File: src/sv/gca_pkg.sv
// Shared types, constants and codes of the greedy assignment unit.
// Depends on nothing.
`default_nettype none
package gca_pkg;
    localparam int GCA_INT_BITS       = 16;
    localparam int GCA_FRAC_BITS      = 8;
    localparam int GCA_VALUE_W        = GCA_INT_BITS + GCA_FRAC_BITS;
    localparam int GCA_TOTAL_W        = 30;
    localparam int GCA_CUST_W         = 5;
    localparam int GCA_FAC_W          = 4;
    localparam int GCA_REQ_W          = 2;
    localparam int GCA_NC_W           = 6;
    localparam int GCA_NF_W           = 5;
    localparam int GCA_CFG_IDX_W      = 2;
    localparam int GCA_CFG_DATA_W     = 6;
    localparam int GCA_MAX_CUSTOMERS  = 32;
    localparam int GCA_MAX_FACILITIES = 16;

    localparam logic [GCA_CFG_IDX_W-1:0] CFG_NUM_CUST = 2'd0;
    localparam logic [GCA_CFG_IDX_W-1:0] CFG_NUM_FAC  = 2'd1;

    typedef enum logic [GCA_REQ_W-1:0] {
        REQ_FAC  = 2'd0,
        REQ_DEM  = 2'd1,
        REQ_COST = 2'd2,
        REQ_RUN  = 2'd3
    } t_req;

    typedef struct packed {
        logic in_ready;
        logic init;
        logic scan_step;
        logic commit;
        logic open_add;
        logic out_load;
        logic inf_load;
    } t_dp_cmd;

    typedef struct packed {
        logic run_req;
        logic scan_end;
        logic found;
        logic all_placed;
        logic fac_end;
        logic cust_end;
        logic out_free;
        logic out_busy;
    } t_dp_status;
endpackage
`default_nettype wire

File: src/sv/gca_ctrl.sv
// Run sequencer: scan, decide, open-cost pass and result emission.
// Depends on gca_pkg; drives the datapath by command struct.
`default_nettype none
module gca_ctrl import gca_pkg::*; (
    input  wire logic       i_clk,
    input  wire logic       i_rst_n,
    input  wire t_dp_status i_status,
    output t_dp_cmd         o_cmd
);
    typedef enum logic [8:0] {
        ST_IDLE      = 9'b000000001,
        ST_SCAN      = 9'b000000010,
        ST_SCAN_WAIT = 9'b000000100,
        ST_DECIDE    = 9'b000001000,
        ST_OPEN_RD   = 9'b000010000,
        ST_OPEN_ADD  = 9'b000100000,
        ST_OUT_RD    = 9'b001000000,
        ST_OUT_WR    = 9'b010000000,
        ST_INF_OUT   = 9'b100000000
    } t_state;

    t_state r_state, n_state;

    // Next state and commands
    always_comb begin
        n_state = r_state;
        o_cmd   = '0;
        unique case (r_state)
            ST_IDLE: begin
                o_cmd.in_ready = !i_status.out_busy;
                if (i_status.run_req && !i_status.out_busy) begin
                    o_cmd.init = 1'b1;
                    n_state    = ST_SCAN;
                end
            end
            ST_SCAN: begin
                o_cmd.scan_step = 1'b1;
                if (i_status.scan_end) begin
                    n_state = ST_SCAN_WAIT;
                end
            end
            ST_SCAN_WAIT: begin
                n_state = ST_DECIDE;
            end
            ST_DECIDE: begin
                if (i_status.found) begin
                    o_cmd.commit = 1'b1;
                    n_state = i_status.all_placed ? ST_OPEN_RD : ST_SCAN;
                end else begin
                    n_state = ST_INF_OUT;
                end
            end
            ST_INF_OUT: begin
                if (i_status.out_free) begin
                    o_cmd.inf_load = 1'b1;
                    n_state = ST_IDLE;
                end
            end
            ST_OPEN_RD: begin
                n_state = ST_OPEN_ADD;
            end
            ST_OPEN_ADD: begin
                o_cmd.open_add = 1'b1;
                n_state = i_status.fac_end ? ST_OUT_RD : ST_OPEN_RD;
            end
            ST_OUT_RD: begin
                n_state = ST_OUT_WR;
            end
            ST_OUT_WR: begin
                if (i_status.out_free) begin
                    o_cmd.out_load = 1'b1;
                    n_state = i_status.cust_end ? ST_IDLE : ST_OUT_RD;
                end
            end
            default: begin
                n_state = ST_IDLE;
            end
        endcase
    end

    // Hold state
    always_ff @(posedge i_clk) begin
        if (!i_rst_n) begin
            r_state <= ST_IDLE;
        end else begin
            r_state <= n_state;
        end
    end
endmodule
`default_nettype wire

File: config.mk
export PLATFORM = sky130hd
export DESIGN_NAME = gca_ctrl
export DESIGN_NICKNAME = d
export VERILOG_FILES = /design/src/sv/gca_pkg.sv /design/src/sv/gca_ctrl.sv
export SDC_FILE = /design/constraint.sdc
export NUM_CORES = 1
export LEC_CHECK = 0
export CAP_MARGIN = 20
export CORE_AREA = 2 2 39 41
export CTS_CLUSTER_DIAMETER = 40
export DETAILED_ROUTE_END_ITERATION = 6
export DIE_AREA = 0 0 41 43
export DONT_BUFFER_PORTS = 1
export HOLD_SLACK_MARGIN = 0.12
export PLACE_DENSITY = 0.63
export SYNTH_ARGS = -nofsm -noshare
export SYNTH_HDL_FRONTEND = slang
export SYNTH_SLANG_ARGS = --single-unit
File: constraint.sdc
create_clock -name i_clk -period 2.45 [get_ports i_clk]
set_input_delay 0.49 -clock i_clk [delete_from_list [all_inputs] [get_ports i_clk]]
set_output_delay 0.49 -clock i_clk [all_outputs]
set_load 0.05 [all_outputs]
==> metrics.md <==
| Metric | Value |
|---|---|
| Status | `finished clean` |
| Final ANT Viol Nets | `0` |
| Leakage | `0.000287 uW` |
| Diode count | `0` |
| Clock root buffer | `clkbuf_4` |
| Worst R2R Setup Slack | `between 800 and 900 ps` |
| DR WL/cell | `about 15 um` |
| CP required | `slightly below 2000 ps` |
| Worst min-delay path category | `input pin to flip-flop` |
| Die height | `43 um` |
| Gr ovfl total | `0` |
| DP Area | `slightly below 700 um2` |
| CTS H-tree depth | `1` |
| Ys Warns | `0` |
| Syn avg cell area | `roughly 8.1 um2` |
| WHS Path Cells | `1` |
| Max reg flops | `9` |
| CTS Sinks | `9` |
| Final instance area | `between 700 and 800 um2` |
| Die footprint | `~0.0018 mm2` |
| Clk Latency, worst-skew pair | `around 260 ps` |
| Worst Tran Pin Value | `490 ps` |
| Largest regs | `r_state: 9 flops` |
| CP Capture Type | `output port` |
| Post-synth top cells | `9 x dfxtp_1, 9 x nor2_1, 7 x inv_1` |
| Number of synthesized register bits | `9` |
| # resized after CTS | `0` |
| Fillcell total | `142` |
| Hold wc startpoint | `i_rst_n` |
| Part of the cycle the worst path needs | `a little over nine tenths` |
| Worst-path cell chain | `nor4_2, and3_1, and2_1` |
| Yosys top cell area share | `between 20% and 30%` |
| GRT Overall Usage | `21.6%` |
| Die Width | `41 um` |
| CTS tree | `yes` |
| Vias in the first global route | `580` |
| Ys flop type | `dfxtp_1` |
| Layout Nets | `between 90 and 100` |
| Critical Path Start Type | `flip-flop` |
| Syn nets | `89` |
| Unrepaired setup endpoints after global routing | `no` |
| Setup Crit Path Kind | `flip-flop to output port` |
| Hold EP | `r_state[0]` |
| Crit path DAT | `between 1500 and 2000 ps` |
| Clk slew on worst S/H paths | `about 60 ps` |
| Area leader, netlist | `dfxtp_1` |
| Clock buffer depth | `2` |
| PwrDens | `roughly 740 mW/mm2` |
| Max-Cap Viols | `0` |
| Vias | `636` |
| Setup bufs post-CTS | `0` |
| GPL Wtd Cong | `between 0.8 and 0.9` |
| Post-synth EDFFs | `0` |
| Slowest-stage cell, CP | `nor4_2` |
| VDD IR max | `463 uV` |
| Ratio of cells with drive above 1 in the final layout | `roughly a fifth` |
| Synth area leaders | `dfxtp_1 28%, nor2_1 5.3%, inv_1 4.1%` |
| Final WS setup | `around 130 ps` |
| Pins Over Slew Limit | `0` |
| Worst slack at placement | `about 440 ps` |
| Worst slew margin | `about two thirds` |
| Core ar. | `around 0.0014 mm2` |
| DRC Markers | `0` |
| Mapped cell area | `around 640 um2` |
| Minimum clock period | `2320 ps` |
| Worst Skew | `5.46 ps` |
| Largest reg by FF count | `r_state` |
| Port Buf Inserts | `0` |
| Hold Buf Count CTS | `0` |
| Initial core utilization | `approximately 46%` |
| Post-Synthesis Cells | `a little under 80` |
| Site Rows | `14` |
| Pin count of the biggest net entering global routing | `9` |
| Global-route wire length before repair | `roughly 2500 um` |
| Sequential fraction of the synthesis area | `between 20% and 30%` |
| IO Count | `17` |
| Via density per instance | `slightly above 6` |
| Drt initial violations | `24` |
| Post-layout util | `between 50% and 60%` |
| Reg2Reg Depth | `4` |
| Routed WL | `between 1500 and 2000 um` |
| TritonRoute pass-1 iters | `4` |
| CTS buffer count | `3` |
| Max Fclk | `0.432 GHz` |
| Critical-path maximum fanout | `6` |
| R2R Path End | `r_state[4]` |
| Initial antenna violation count | `0` |
| Async S/R FF share, synth | `0%` |
| Detailed placement HPWL | `between 1000 and 1500 um` |
| Setup TNS | `0 ps` |
| Setup Viol. Count Final | `0` |
| Final Hold Viols | `0` |
| CP peak stage delay | `470 ps` |
| Distinct cells, synth | `34` |
| Syn-to-layout area delta | `11.9%` |
| RR Startpoint | `r_state[1]` |
layout by cell type, fill, tap and decap left out, drive strengths merged, types with 2 or more instances in the layout:
cell type,count
nor2,9
dfxtp,9
nor3,8
inv,7
nand2,6
buf,4
clkbuf,4
nor2b,3
nor3b,3
a21oi,3
nor4,3
nand4,2
nand3,2
and2,2
nand3b,2
xor2,2
a221oi,2
nor4b,2
o32ai,2
a22oi,2
per-stage QoR:
| stage | hold slack [ps] | total power [uW] | instances |
|---|---|---|---|
| after floorplan | 506 | 370 | 79 |
| after global placement | 531 | 419 | 99 |
| after detailed placement | 538 | 418 | 99 |
| after CTS | 322 | 535 | 103 |
| after global routing | 315 | 567 | 103 |
| final | 331 | 531 | 103 |
how the worst max path moves through the flow:
stage,start,endpoint,slack [ps],cells past startpoint
4_1_cts,r_state[2],o_cmd[1],140,3
5_1_grt,r_state[2],o_cmd[1],60,3
3_5_place_dp,r_state[2],o_cmd[1],440,3
3_3_place_gp,r_state[2],o_cmd[1],480,3
2_1_floorplan,r_state[6],o_cmd[3],110,3
6_report,r_state[2],o_cmd[1],130,3
where the power goes:
group / internal [uW] / switching [uW] / leakage (uW)
registers: 161 / 33.7 / 0.0000729
logic: 89.3 / 134 / 0.000199
clock network: 62.7 / 50.4 / 0.0000150
cells by family (layout without fill, tap and decap cells):
kind of cell           after synthesis  in the layout  share of synthesized area, %
AND/OR/NAND/NOR                     47             47                          46.4
XOR/XNOR                             2              2                          2.74
buffers and inverters                7             15                          4.11
flip-flops                           9              9                          28.2
AO/OA/AOI/OAI                       14             14                          18.6
metal layers:
layer	part of all wire (%)	track usage (%)	vias up	routed length, um
li1	-	-	313	-
met1	44	29.8	297	667
met2	46	28.7	24	695
met3	9.7	12.0	2	147
met4	0.79	5.33	0	12
met5	0	0	-	0
critical path, delay by kind of cell, from the launching register on:
family           cells  cell delay, ps
flip-flops           1             370
AND/OR/NAND/NOR      3            1200
layout make-up:
class	instances	area [um2]	share of cell area (%)
well taps	16	20.0	2.80
flip-flops and latches	9	180	25.2
clock buffers	4	26.3	3.67
multi-input cells	63	433	60.5
inverters	7	26.3	3.67
repair buffers	4	30.0	4.20
(Power assumes the default switching activity.)
